[src/hdl/b2b_pkg.sv]
package b2b_pkg;

    localparam int  Rounds  = 12;
    localparam logic [63:0] ParamXor = 64'h0000_0000_0101_0000;

    typedef logic [63:0] t_word;

    typedef struct packed {
        logic [63:0] word;
        logic        last;
        logic        zero;
        logic [3:0]  nbytes;
    } t_fifo_item;

    function automatic t_word iv_word(input logic [2:0] idx);
        t_word r;
        case (idx)
            3'd0: r = 64'h6a09e667f3bcc908;
            3'd1: r = 64'hbb67ae8584caa73b;
            3'd2: r = 64'h3c6ef372fe94f82b;
            3'd3: r = 64'ha54ff53a5f1d36f1;
            3'd4: r = 64'h510e527fade682d1;
            3'd5: r = 64'h9b05688c2b3e6c1f;
            3'd6: r = 64'h1f83d9abfb41bd6b;
            3'd7: r = 64'h5be0cd19137e2179;
            default: r = '0;
        endcase
        return r;
    endfunction

    // message schedule: round (mod 10), slot 0..15
    function automatic logic [3:0] sigma(input logic [3:0] rnd, input logic [3:0] slot);
        logic [63:0] row;
        case (rnd)
            4'd0: row = 64'hfedcba9876543210;
            4'd1: row = 64'h357b20c16df984ae;
            4'd2: row = 64'h491763eadf250c8b;
            4'd3: row = 64'h8f04a562ebcd1397;
            4'd4: row = 64'hd386cb1efa427509;
            4'd5: row = 64'h91ef57d438b0a6c2;
            4'd6: row = 64'hb8293670a4def15c;
            4'd7: row = 64'ha2684f05931ce7bd;
            4'd8: row = 64'h5a417d2c803b9ef6;
            4'd9: row = 64'h0dc3e9bf5167482a;
            default: row = 64'hfedcba9876543210;
        endcase
        return row[slot*4 +: 4];
    endfunction

    function automatic t_word rotr(input t_word x, input int n);
        return (x >> n) | (x << (64 - n));
    endfunction

endpackage

[src/hdl/b2b_front.sv]
module b2b_front (
    input  logic                 i_clk,
    input  logic                 i_rst_n,
    input  logic                 i_flush,
    input  logic                 i_valid,
    output logic                 o_stall,
    input  logic [63:0]          i_message_word,
    input  logic [3:0]           i_bytes_valid,
    input  logic                 i_last_item,
    output logic                 o_q_valid,
    input  logic                 i_q_pop,
    output b2b_pkg::t_fifo_item  o_q_item
);
    import b2b_pkg::*;

    // two-entry queue
    t_fifo_item r_mem [2];
    logic       r_wp, r_rp;
    logic [1:0] r_cnt;
    t_fifo_item n_item;
    logic [3:0] nv;
    logic [63:0] mask;
    logic push;

    always_comb begin
        nv = (i_bytes_valid > 4'd8) ? 4'd8 : i_bytes_valid;
        if (!i_last_item) nv = 4'd8;
        mask = (nv == 4'd8) ? '1 : ((64'd1 << {nv[2:0], 3'b000}) - 64'd1);
        n_item.word   = i_message_word & mask;
        n_item.last   = i_last_item;
        n_item.zero   = (nv == 4'd0);
        n_item.nbytes = nv;
    end

    assign o_stall   = (r_cnt == 2'd2);
    assign push      = i_valid && !o_stall;
    assign o_q_valid = (r_cnt != 2'd0);
    assign o_q_item  = r_mem[r_rp];

    always_ff @(posedge i_clk) begin
        if (push) r_mem[r_wp] <= n_item;
        if (!i_rst_n || i_flush) begin
            r_wp <= 1'b0; r_rp <= 1'b0; r_cnt <= 2'd0;
        end else begin
            if (push) r_wp <= ~r_wp;
            if (i_q_pop) r_rp <= ~r_rp;
            r_cnt <= r_cnt + {1'b0, push} - {1'b0, i_q_pop};
        end
    end

    a_no_overflow: assert property (@(posedge i_clk) disable iff (!i_rst_n)
        r_cnt != 2'd3) else $error("queue count bad");
    a_no_underpop: assert property (@(posedge i_clk) disable iff (!i_rst_n)
        i_q_pop |-> r_cnt != 2'd0) else $error("pop of empty queue");
    a_full_stall: assert property (@(posedge i_clk) disable iff (!i_rst_n)
        r_cnt == 2'd2 |-> o_stall) else $error("full without stall");
endmodule

[config.mk]
export PLATFORM = sky130hd
export DESIGN_NAME = b2b_front
export DESIGN_NICKNAME = d
export VERILOG_FILES = /design/src/hdl/b2b_pkg.sv /design/src/hdl/b2b_front.sv
export SDC_FILE = /design/constraint.sdc
export NUM_CORES = 1
export LEC_CHECK = 0
export BUFFER_PORTS_ARGS = -buffer_cell sky130_fd_sc_hd__buf_2
export CAP_MARGIN = 40
export CORE_MARGIN = 2
export CORE_UTILIZATION = 50
export DETAILED_ROUTE_END_ITERATION = 8
export PLACE_DENSITY = 0.76
export REMOVE_ABC_BUFFERS = 1
export SLEW_MARGIN = 0
export SYNTH_ARGS = -nofsm -noshare
export SYNTH_HDL_FRONTEND = slang
export SYNTH_SLANG_ARGS = --single-unit
[constraint.sdc]
create_clock -name i_clk -period 3.9 [get_ports i_clk]
set_clock_uncertainty 0.2 [all_clocks]
set_input_delay 0.585 -clock i_clk [delete_from_list [all_inputs] [get_ports i_clk]]
set_output_delay 0.585 -clock i_clk [all_outputs]
set_load 0.02 [all_outputs]
==> flow_metrics.py, run 1 <==
metrics = {
    "worst_setup_path": {
        "path_class": "reg2out",
        "cp_top_family": "flip-flops",
        "worst_ep_required_time_ns": 3.12,
        "cp_cell_sequence": "buf_12, mux2_2, buf_2",
        "end_kind": "primary output",
        "slowest_delay_ns": 0.64,
        "start_kind": "flop",
        "path_max_fanout": 37,
        "crit_slowest_cell": "dfxtp_4",
        "cp_num_buf_inv": 2,
        "critical_path_arrival_ns": 1.90,
    },
    "hold_path": {
        "hp-class": "in2reg",
    },
    "logic_synthesis": {
        "synth.ff_latch_count": 145,
        "synthCells": 344,
        "synth.largest_area_cell": "edfxtp_1",
        "netlist_area_sq_mm": 0.00592,
        "async_flop_share_pct": 0,
        "syn_area_per_cell_sq_um": 17.2,
        "synth.most_common_cell": "edfxtp_1",
        "ys_seq_area_share_pct": 72.8,
        "yosysWarnings": 0,
        "synthTopCellsByCount": "edfxtp_1, mux2_2, and2_1",
        "synthTopCellsByArea": "edfxtp_1, mux2_2, and2_1",
        "ys.flop_type": "edfxtp_1",
        "synth_enable_flop_cells": 140,
        "synthDistinctLibCells": 32,
        "synth_top_area_share_pct": 71.1,
    },
    "route": {
        "drt-initial-drc-count": 139,
        "drt_wl_total_microns": 10700,
        "ant_nets": 0,
        "via_count": 3334,
        "routedWlPerCell_microns": 16.4,
        "route.detailed.drc": 0,
        "dr.pass1.iters": 6,
        "viasPerCell": 5.09,
    },
    "clock_tree": {
        "cts_tree": "yes",
        "cts_hold_buf": 0,
        "numCtsBuffers": 17,
        "post_cts_buffers": 0,
        "clk_pin_slew_worst_paths_ns": 0.06,
        "post_cts_resized": 0,
        "htree_levels": 4,
        "clock_sinks": 145,
        "cts_root_buf": "clkbuf_16",
        "clk_path_buf_depth": 2,
        "clk_latency_ns": 0.40,
    },
    "power": {
        "p_seq_share_pct": 47.2,
        "power_mw": 3.88,
        "internal_power_mw": 3.04,
        "p_leak_nw": 2.87,
        "switchingPower_uw": 834,
        "combPwrFrac_pct": 10.6,
        "netSwitchingFraction_pct": 21.5,
        "clkPwrFrac_pct": 42.2,
        "peakVddDrop_uv": 252,
        "p_per_area_mw_per_mm2": 521,
    },
    "grt": {
        "grt_pass1_vias": 3403,
        "antenna_found_initial": 2,
        "grtUsageTotal_pct": 17.6,
        "grt_pass1_wl_microns": 17000,
        "grt_max_degree": 45,
        "grt.overflow.total": 0,
    },
    "placed_design": {
        "gp_congestion": 0.711,
        "dp_hpwl_microns": 7060,
        "place_inst": 623,
        "portBuffers": 145,
    },
    "die": {
        "initial_core_util_pct": 51.6,
        "fp.dieH_microns": 113,
        "fp.dieArea_sq_mm": 0.0127,
        "coreArea_sq_mm": 0.0115,
        "io_pins": 146,
        "rows": 39,
        "die_w_microns": 113,
    },
    "finish": {
        "layout.nets": 576,
        "multi_input_area_sq_mm": 0.00152,
        "finalNonFillerCells": 655,
        "syn_to_final_growth_pct": 25.7,
        "seqCellArea_sq_mm": 0.00431,
        "drive_above_1_share_pct": 52.1,
        "fill_cells": 850,
    },
    "timing": {
        "fmax_mhz": 372,
        "finalCriticalPeriod_ns": 2.69,
        "finalSetupViolations": 0,
        "tightestPinTransition_ns": 0.642,
        "relSlewSlack_pct": 57.1,
        "rsz0062_at_grt": "false",
        "hold_violations": 0,
        "min_period_over_period_pct": 68.9,
        "slew_violations": 0,
        "setup_tns_ns": 0,
    },
    "run_status": {
        "status": "finished clean",
    },
    "job": {
        "maxCapViolCount": 0,
    },
}
power by group through the flow:
stage / clock, mW / sequential (mW) / combinational, mW
2_1_floorplan: 0 / 1.86 / 0.259
3_3_place_gp: 0 / 1.87 / 0.395
3_5_place_dp: 0 / 1.86 / 0.413
4_1_cts: 1.66 / 1.83 / 0.416
5_1_grt: 1.73 / 1.84 / 0.446
6_report: 1.63 / 1.83 / 0.410
sequential cells by signal, indices dropped and copies added (netlist names), named ones only:
signal,cells
r_cnt,2
r_mem,140
r_rp,1
r_wp,1
placed cells by master, fill, tap and decap left out, types with 2 or more instances in the layout:
| master | n |
|---|---|
| buf_12 | 2 |
| and2_1 | 41 |
| xnor2_1 | 4 |
| nor3_1 | 2 |
| ha_1 | 3 |
| o21ai_0 | 2 |
| nand2_1 | 6 |
| clkbuf_16 | 17 |
| nand3_1 | 2 |
| a21oi_1 | 2 |
| bufinv_16 | 4 |
| clkinv_2 | 3 |
| mux2_2 | 70 |
| and2b_2 | 8 |
| inv_2 | 2 |
| inv_1 | 5 |
| a21boi_0 | 3 |
| nor2b_1 | 15 |
| clkbuf_1 | 3 |
| edfxtp_1 | 140 |
| nand2b_1 | 2 |
| nand2_4 | 2 |
| clkinv_4 | 2 |
| buf_2 | 145 |
| dfxtp_1 | 4 |
| nor2_1 | 7 |
kinds of logic (layout without fill, tap and decap cells):
kind of cell    Yosys count  after routing  synth area share [%]
buf+inv                  20            187                  1.61
fa+ha+maj                 3              3                 0.635
mux                      70             70                  13.3
other cells               0              1                     0
flops                   145            145                  72.8
compound gates            9              9                 0.994
xor+xnor                  5              5                 0.740
simple gates             92             92                  9.94
through the flow:
stage | hold slack [ns] | utilization [%] | setup WS, ns | cell area, sq um
after floorplan | 0.258 | - | 0.825 | 5850
after global placement | 0.281 | 59.2 | 1.41 | 6790
after detailed placement | 0.309 | 59.6 | 1.34 | 6840
after CTS | 0.185 | 64.8 | 1.16 | 7440
after global routing | 0.198 | 64.9 | 1.11 | 7440
final | 0.201 | 64.9 | 1.21 | 7440
metal layers:
| layer | wire (microns) | part of all wire [%] | GRT usage [%] |
|---|---|---|---|
| met1 | 4550 | 42 | 22.3 |
| met2 | 5160 | 48 | 28.0 |
| met3 | 853 | 7.9 | 6.70 |
| met4 | 172 | 1.6 | 6.42 |
| met5 | 13 | 0.12 | 0 |
path summary, 6_finish.rpt:
kind,slack [ns],startpoint,end,cells past startpoint
worst max register to register,1.57,r_cnt[0]$_SDFF_PP0_,r_mem[0][58]$_DFFE_PP_,5
worst min-delay path,0.20,i_last_item,r_mem[1][5]$_DFFE_PP_,1
worst max-delay path,1.21,flop,o_q_item[10],3
worst min register to register,0.32,r_rp$_SDFFE_PP0P_,flop,2
worst register-to-register path: cells and delay by family, from the launching register on:
kind	cells	cell delay, ns
buffers and inverters	3	0.92
DFF	1	0.34
and+or+nand+nor	2	0.52
final cells by class:
class / instances / share of cell area [%]
Sequential cell: 145 / 57.9
Multi-Input combinational cell: 179 / 20.5
Timing Repair Buffer: 149 / 10.8
Clock buffer: 20 / 5.87
Tap cell: 143 / 2.41
Clock inverter: 11 / 2.20
Inverter: 7 / 0.353
Antenna cell: 1 / 0.0336
Note: power is estimated with default switching activity, not from simulation.
==> inputs of run 2 (changes only) <==
ABC_AREA = 1   (was default)
CORE_UTILIZATION = 48   (was 50)
clock period = 2.2 ns   (was 3.9 ns; I/O delays follow)
==> flow_metrics.py, run 2 <==
metrics = {
    "power": {
        "p_seq_share_pct": 49.7,
        "peakVddDrop_uv": 742,
        "p_leak_nw": 3.22,
        "clkPwrFrac_pct": 38.0,
        "internal_power_mw": 5.06,
        "switchingPower_mw": 1.47,
        "p_per_area_mw_per_mm2": 856,
        "combPwrFrac_pct": 12.3,
        "netSwitchingFraction_pct": 22.5,
    },
    "logic_synthesis": {
        "synth_top_area_share_pct": 70.8,
        "synth_top_family_by_area": "multiplexers",
        "synthDistinctLibCells": 25,
        "yosysWarnings": 0,
        "synth_xor_area_share_pct": 0.295,
        "synth.largest_area_cell": "edfxtp_1",
        "synthTopCellsByCount": "edfxtp_1, mux2_2, inv_1",
        "synthTopCellsByArea": "edfxtp_1, mux2_2, inv_1",
        "post_synth_fa_ha_maj_area_fraction_pct": 0.632,
        "netlist_area_sq_mm": 0.00594,
        "synth-compound-area-share_pct": 2.00,
        "ys.flop_type": "edfxtp_1",
        "synth.ff_latch_count": 145,
        "synth_mux_area_share_pct": 13.3,
        "synthCells": 403,
        "synth.most_common_cell": "edfxtp_1",
        "async_flop_share_pct": 0,
        "ys_seq_area_share_pct": 72.4,
        "syn_area_per_cell_sq_um": 14.7,
        "yosys.area_share.simple_pct": 6.06,
        "synth_enable_flop_cells": 140,
    },
    "finish": {
        "layout_commonest_cell": "buf_2",
        "antennaDiodeCount": 0,
        "final_cell_mix": "buf_2, edfxtp_1, mux2_2",
        "drive_above_1_share_pct": 43.6,
        "largest_reg_flops": 140,
        "fill_cells": 924,
        "design_area_sq_mm": 0.00762,
        "top_register": "r_mem",
        "syn_to_final_growth_pct": 28.3,
        "finalNonFillerCells": 762,
        "layout.nets": 659,
        "top_regs": "r_mem: 140 flops, r_cnt: 2 flops",
    },
    "worst_setup_path": {
        "path_max_fanout": 46,
        "start_kind": "flop",
        "end_kind": "primary output",
        "cp_num_buf_inv": 2,
        "worst_ep_required_time_ns": 1.67,
        "critical_path_arrival_ns": 1.60,
        "cp_top_family": "buffers and inverters",
        "crit_slowest_cell": "mux2_2",
        "path_class": "reg2out",
        "cp_cell_sequence": "buf_12, mux2_2, buf_2",
        "slowest_delay_ns": 0.37,
    },
    "route": {
        "viasPerCell": 4.72,
        "via_count": 3593,
        "route.detailed.drc": 0,
        "dr.pass1.iters": 4,
        "ant_nets": 0,
        "drt_wl_total_microns": 11200,
        "routedWlPerCell_microns": 14.7,
        "drt-initial-drc-count": 185,
    },
    "clock_tree": {
        "clk_pin_slew_worst_paths_ns": 0.05,
        "post_cts_buffers": 0,
        "cts_root_buf": "clkbuf_16",
        "numCtsBuffers": 17,
        "clk_path_buf_depth": 2,
        "htree_levels": 4,
        "cts_tree": "yes",
        "clk_latency_ns": 0.41,
        "clock_sinks": 145,
    },
    "timing": {
        "slew_violations": 0,
        "hold_violations": 0,
        "finalSetupViolations": 0,
        "finalCriticalPeriod_ns": 2.13,
        "worst_slack_ns": 0.0722,
        "relSlewSlack_pct": 77.7,
        "rsz0062_at_grt": "false",
        "tightestPinTransition_ns": 0.335,
        "setup_tns_ns": 0,
        "fmax_mhz": 470,
        "min_period_over_period_pct": 96.7,
    },
    "die": {
        "fp.dieArea_sq_mm": 0.0133,
        "fp.dieH_microns": 115,
        "rows": 40,
        "die_w_microns": 115,
        "coreArea_sq_mm": 0.0121,
        "initial_core_util_pct": 49.3,
        "io_pins": 146,
    },
    "grt": {
        "antenna_found_initial": 0,
        "grtUsageTotal_pct": 17.7,
        "grt.overflow.total": 0,
        "grt_max_degree": 56,
        "grt_pass1_wl_microns": 17700,
        "grt_pass1_vias": 3690,
    },
    "placed_design": {
        "place_inst": 718,
        "pre_cts_ws_ns": 0.0861,
        "portBuffers": 145,
        "placed_area_sq_mm": 0.00698,
        "dp_hpwl_microns": 7460,
        "gp_congestion": 0.801,
    },
    "job": {
        "maxCapViolCount": 0,
    },
    "run_status": {
        "status": "finished clean",
    },
    "hold_path": {
        "hp-class": "in2reg",
    },
}
## run 2: cells by family (layout without fill, tap and decap cells)
| kind of cell | after synthesis | in the layout |
|---|---|---|
| adder cells (fa/ha/maj) | 3 | 3 |
| flip-flops | 145 | 145 |
| buffers and inverters | 80 | 271 |
| multiplexers | 70 | 70 |
| AND/OR/NAND/NOR | 87 | 87 |
| AO/OA/AOI/OAI | 16 | 16 |
| XOR/XNOR | 2 | 2 |
## run 2: timing repair
item,4_1_cts,5_1_grt
resized for setup,0,1
endpoints found under the hold margin,26,0
endpoints found under the setup margin,0,18
hold buffers,13,0
## run 2: final timing paths
path / from / slack (ns) / cells past startpoint / end
setup / recovery: flop / 0.07 / 3 / o_q_item[0]
hold / removal: i_message_word[15] / 0.02 / 3 / r_mem[1][21]$_DFFE_PP_
setup reg to reg: r_cnt[1]$_SDFF_PP0_ / 0.39 / 8 / r_cnt[1]$_SDFF_PP0_
hold reg to reg: r_rp$_SDFFE_PP0P_ / 0.34 / 2 / flop
## run 2: layout make-up
class / count / area [sq um] / share of cell area, %
sequential: 145 / 4310 / 56.5
tap: 168 / 210 / 2.76
clock buffer: 22 / 444 / 5.83
multi-input combinational: 178 / 1340 / 17.6
timing repair buffer: 171 / 995 / 13.1
inverter: 69 / 259 / 3.40
clock inverter: 9 / 67.6 / 0.887
## run 2: per-stage QoR
| step | power (mW) | hold slack [ns] | utilization (%) |
|---|---|---|---|
| after floorplan | 3.79 | 0.229 | - |
| after global placement | 4.06 | 0.296 | 57.8 |
| after detailed placement | 4.09 | 0.302 | 57.8 |
| after CTS | 6.61 | 0.00387 | 63.2 |
| after global routing | 6.80 | 0.0249 | 63.2 |
| final | 6.53 | 0.0220 | 63.2 |
## run 2: worst reg2reg max path, delay by kind of cell (launching register included)
family / cells / cell delay, ns
AND/OR/NAND/NOR: 2 / 0.24
flip-flops: 1 / 0.34
buffers and inverters: 2 / 0.14
adder cells (fa/ha/maj): 2 / 0.42
AO/OA/AOI/OAI: 1 / 0.24
XOR/XNOR: 1 / 0.15
## run 2: power by group through the flow
stage	combinational, mW	clock [mW]	sequential, mW
6_report	0.803	2.48	3.25
5_1_grt	0.872	2.67	3.26
4_1_cts	0.815	2.55	3.24
3_5_place_dp	0.791	0	3.30
3_3_place_gp	0.774	0	3.29
2_1_floorplan	0.476	0	3.32
## run 2: layer usage
layer	wire, microns	share of wire (%)	GRT usage (%)
met1	4760	42	21.9
met2	5510	49	29.6
met3	823	7.3	5.01
met4	133	1.2	7.07
met5	0	0	0
==> inputs of run 3 (changes only) <==
CORE_ASPECT_RATIO = 0.7   (was default)
==> flow_metrics.py, run 3 (synthesis results as in run 2) <==
metrics = {
    "run_status": {
        "status": "finished clean",
    },
    "finish": {
        "largest_reg_flops": 140,
        "final_cell_mix": "buf_2, edfxtp_1, mux2_2",
        "drive_above_1_share_pct": 46.6,
        "layout_commonest_cell": "buf_2",
        "top_regs": "r_mem: 140 flops, r_cnt: 2 flops",
        "antennaDiodeCount": 0,
        "final_util_pct": 66.3,
        "syn_to_final_growth_pct": 32.6,
        "design_area_sq_mm": 0.00788,
        "top_register": "r_mem",
        "layout.nets": 660,
    },
    "placed_design": {
        "dp_hpwl_microns": 7830,
        "portBuffers": 145,
        "gp_congestion": 0.745,
        "placed_area_sq_mm": 0.00699,
    },
    "clock_tree": {
        "clk_pin_slew_worst_paths_ns": 0.06,
        "cts_root_buf": "clkbuf_16",
        "cts_tree": "yes",
        "htree_levels": 4,
        "clock_sinks": 145,
        "clk_path_buf_depth": 2,
        "clk_latency_ns": 0.41,
        "numCtsBuffers": 17,
    },
    "die": {
        "coreArea_sq_mm": 0.0119,
        "fp.dieArea_sq_mm": 0.0133,
        "die_w_microns": 137,
        "io_pins": 146,
        "initial_core_util_pct": 50.0,
        "rows": 33,
        "fp.dieH_microns": 97.1,
    },
    "worst_setup_path": {
        "reg2reg_to": "r_cnt[1]$_SDFF_PP0_",
        "path_class": "reg2out",
        "rrSetupSlack_ns": 0.46,
        "end_kind": "primary output",
        "slowest_delay_ns": 0.44,
        "worst_ep_required_time_ns": 1.67,
        "path_max_fanout": 9,
        "cp_cell_sequence": "buf_12, buf_16, mux2_2, buf_4",
        "endpoint": "o_q_item[9]",
        "timing.rr.start": "r_cnt[1]$_SDFF_PP0_",
        "start_kind": "flop",
        "critical_path_arrival_ns": 1.67,
        "crit_slowest_cell": "dfxtp_4",
        "reg2reg_depth": 8,
    },
    "grt": {
        "grt_max_degree": 47,
        "grt_pass1_vias": 3835,
        "grt.overflow.total": 0,
        "grt_pass1_wl_microns": 19000,
        "grtUsageTotal_pct": 19.0,
        "antenna_found_initial": 0,
    },
    "power": {
        "p_leak_nw": 3.35,
        "peakVddDrop_uv": 582,
        "p_per_area_mw_per_mm2": 941,
    },
    "timing": {
        "rsz0062_at_grt": "true",
        "relSlewSlack_pct": 76.7,
        "whs_ns": 0.0108,
        "tightestPinTransition_ns": 0.350,
        "slew_violations": 0,
        "finalCriticalPeriod_ns": 2.20,
        "hold_violations": 0,
        "min_period_over_period_pct": 99.8,
        "finalSetupViolations": 0,
        "fmax_mhz": 455,
    },
    "route": {
        "drt-initial-drc-count": 139,
        "ant_nets": 0,
        "viasPerCell": 4.90,
        "dr.pass1.iters": 4,
        "via_count": 3688,
        "routedWlPerCell_microns": 16.4,
        "route.detailed.drc": 0,
        "drt_wl_total_microns": 12300,
    },
    "job": {
        "maxCapViolCount": 0,
    },
    "hold_path": {
        "hp-class": "in2reg",
    },
}
==> run 3: what timing repair did <==
| action | CTS | global route |
|---|---|---|
| setup endpoints to repair | 49 | 67 |
| hold buffers | 6 | 0 |
| pin swaps | 0 | 1 |
| hold endpoints to repair | 11 | 0 |
| gates resized for setup | 0 | 10 |
| setup buffers | 2 | 2 |
| gates cloned | 1 | 2 |
==> run 3: critical path, delay by kind of cell, from the launching register on <==
kind | cells | cell delay (ns)
flip-flops | 1 | 0.44
multiplexers | 1 | 0.36
buffers and inverters | 3 | 0.45
==> run 3: final cells by class <==
| class | instances | area (sq um) |
|---|---|---|
| clock inverter | 15 | 262 |
| inverter | 69 | 259 |
| clock buffer | 17 | 425 |
| multi-input combinational | 178 | 1350 |
| sequential | 145 | 4310 |
| tap | 157 | 196 |
| timing repair buffer | 172 | 1080 |
| fill | 850 | 4010 |
==> run 3: stage by stage <==
stage          setup slack, ns  total power [mW]  TNS, ns  std cells
4_1_cts               -0.00757              7.47  -0.0204        749
6_report               0.00410              7.42        0        753
3_3_place_gp             0.212              4.08        0        708
2_1_floorplan            -2.01              3.79  -326.70        392
5_1_grt                -0.0331              7.69   -0.485        753
3_5_place_dp             0.124              4.10        0        708
==> run 3: worst min path at each step <==
stage	slack [ns]	startpoint	cells after the start	end
after floorplan	0.23	i_last_item	0	r_mem[0][5]$_DFFE_PP_
after global placement	0.30	r_rp$_SDFFE_PP0P_	2	r_rp$_SDFFE_PP0P_
after detailed placement	0.32	r_rp$_SDFFE_PP0P_	2	r_rp$_SDFFE_PP0P_
after CTS	0.0004	i_message_word[8]	3	r_mem[1][14]$_DFFE_PP_
after global routing	0.01	i_message_word[9]	3	r_mem[0][15]$_DFFE_PP_
final	0.01	i_message_word[9]	3	r_mem[1][15]$_DFFE_PP_
==> run 3: where the power goes <==
| group | total [mW] | internal, mW | switching, mW |
|---|---|---|---|
| clock network | 3.33 | 2.24 | 1.09 |
| logic | 0.840 | 0.347 | 0.493 |
| registers | 3.25 | 3.21 | 0.0377 |
==> run 3: routing by layer <==
layer  wire length (microns)  track usage [%]  vias to the layer above
met5                       0                0                        -
met4                     197             7.38                        0
met3                     884             5.27                       19
met2                    5820             30.9                      142
met1                    5430             24.1                     1760
li1                        -                -                     1767
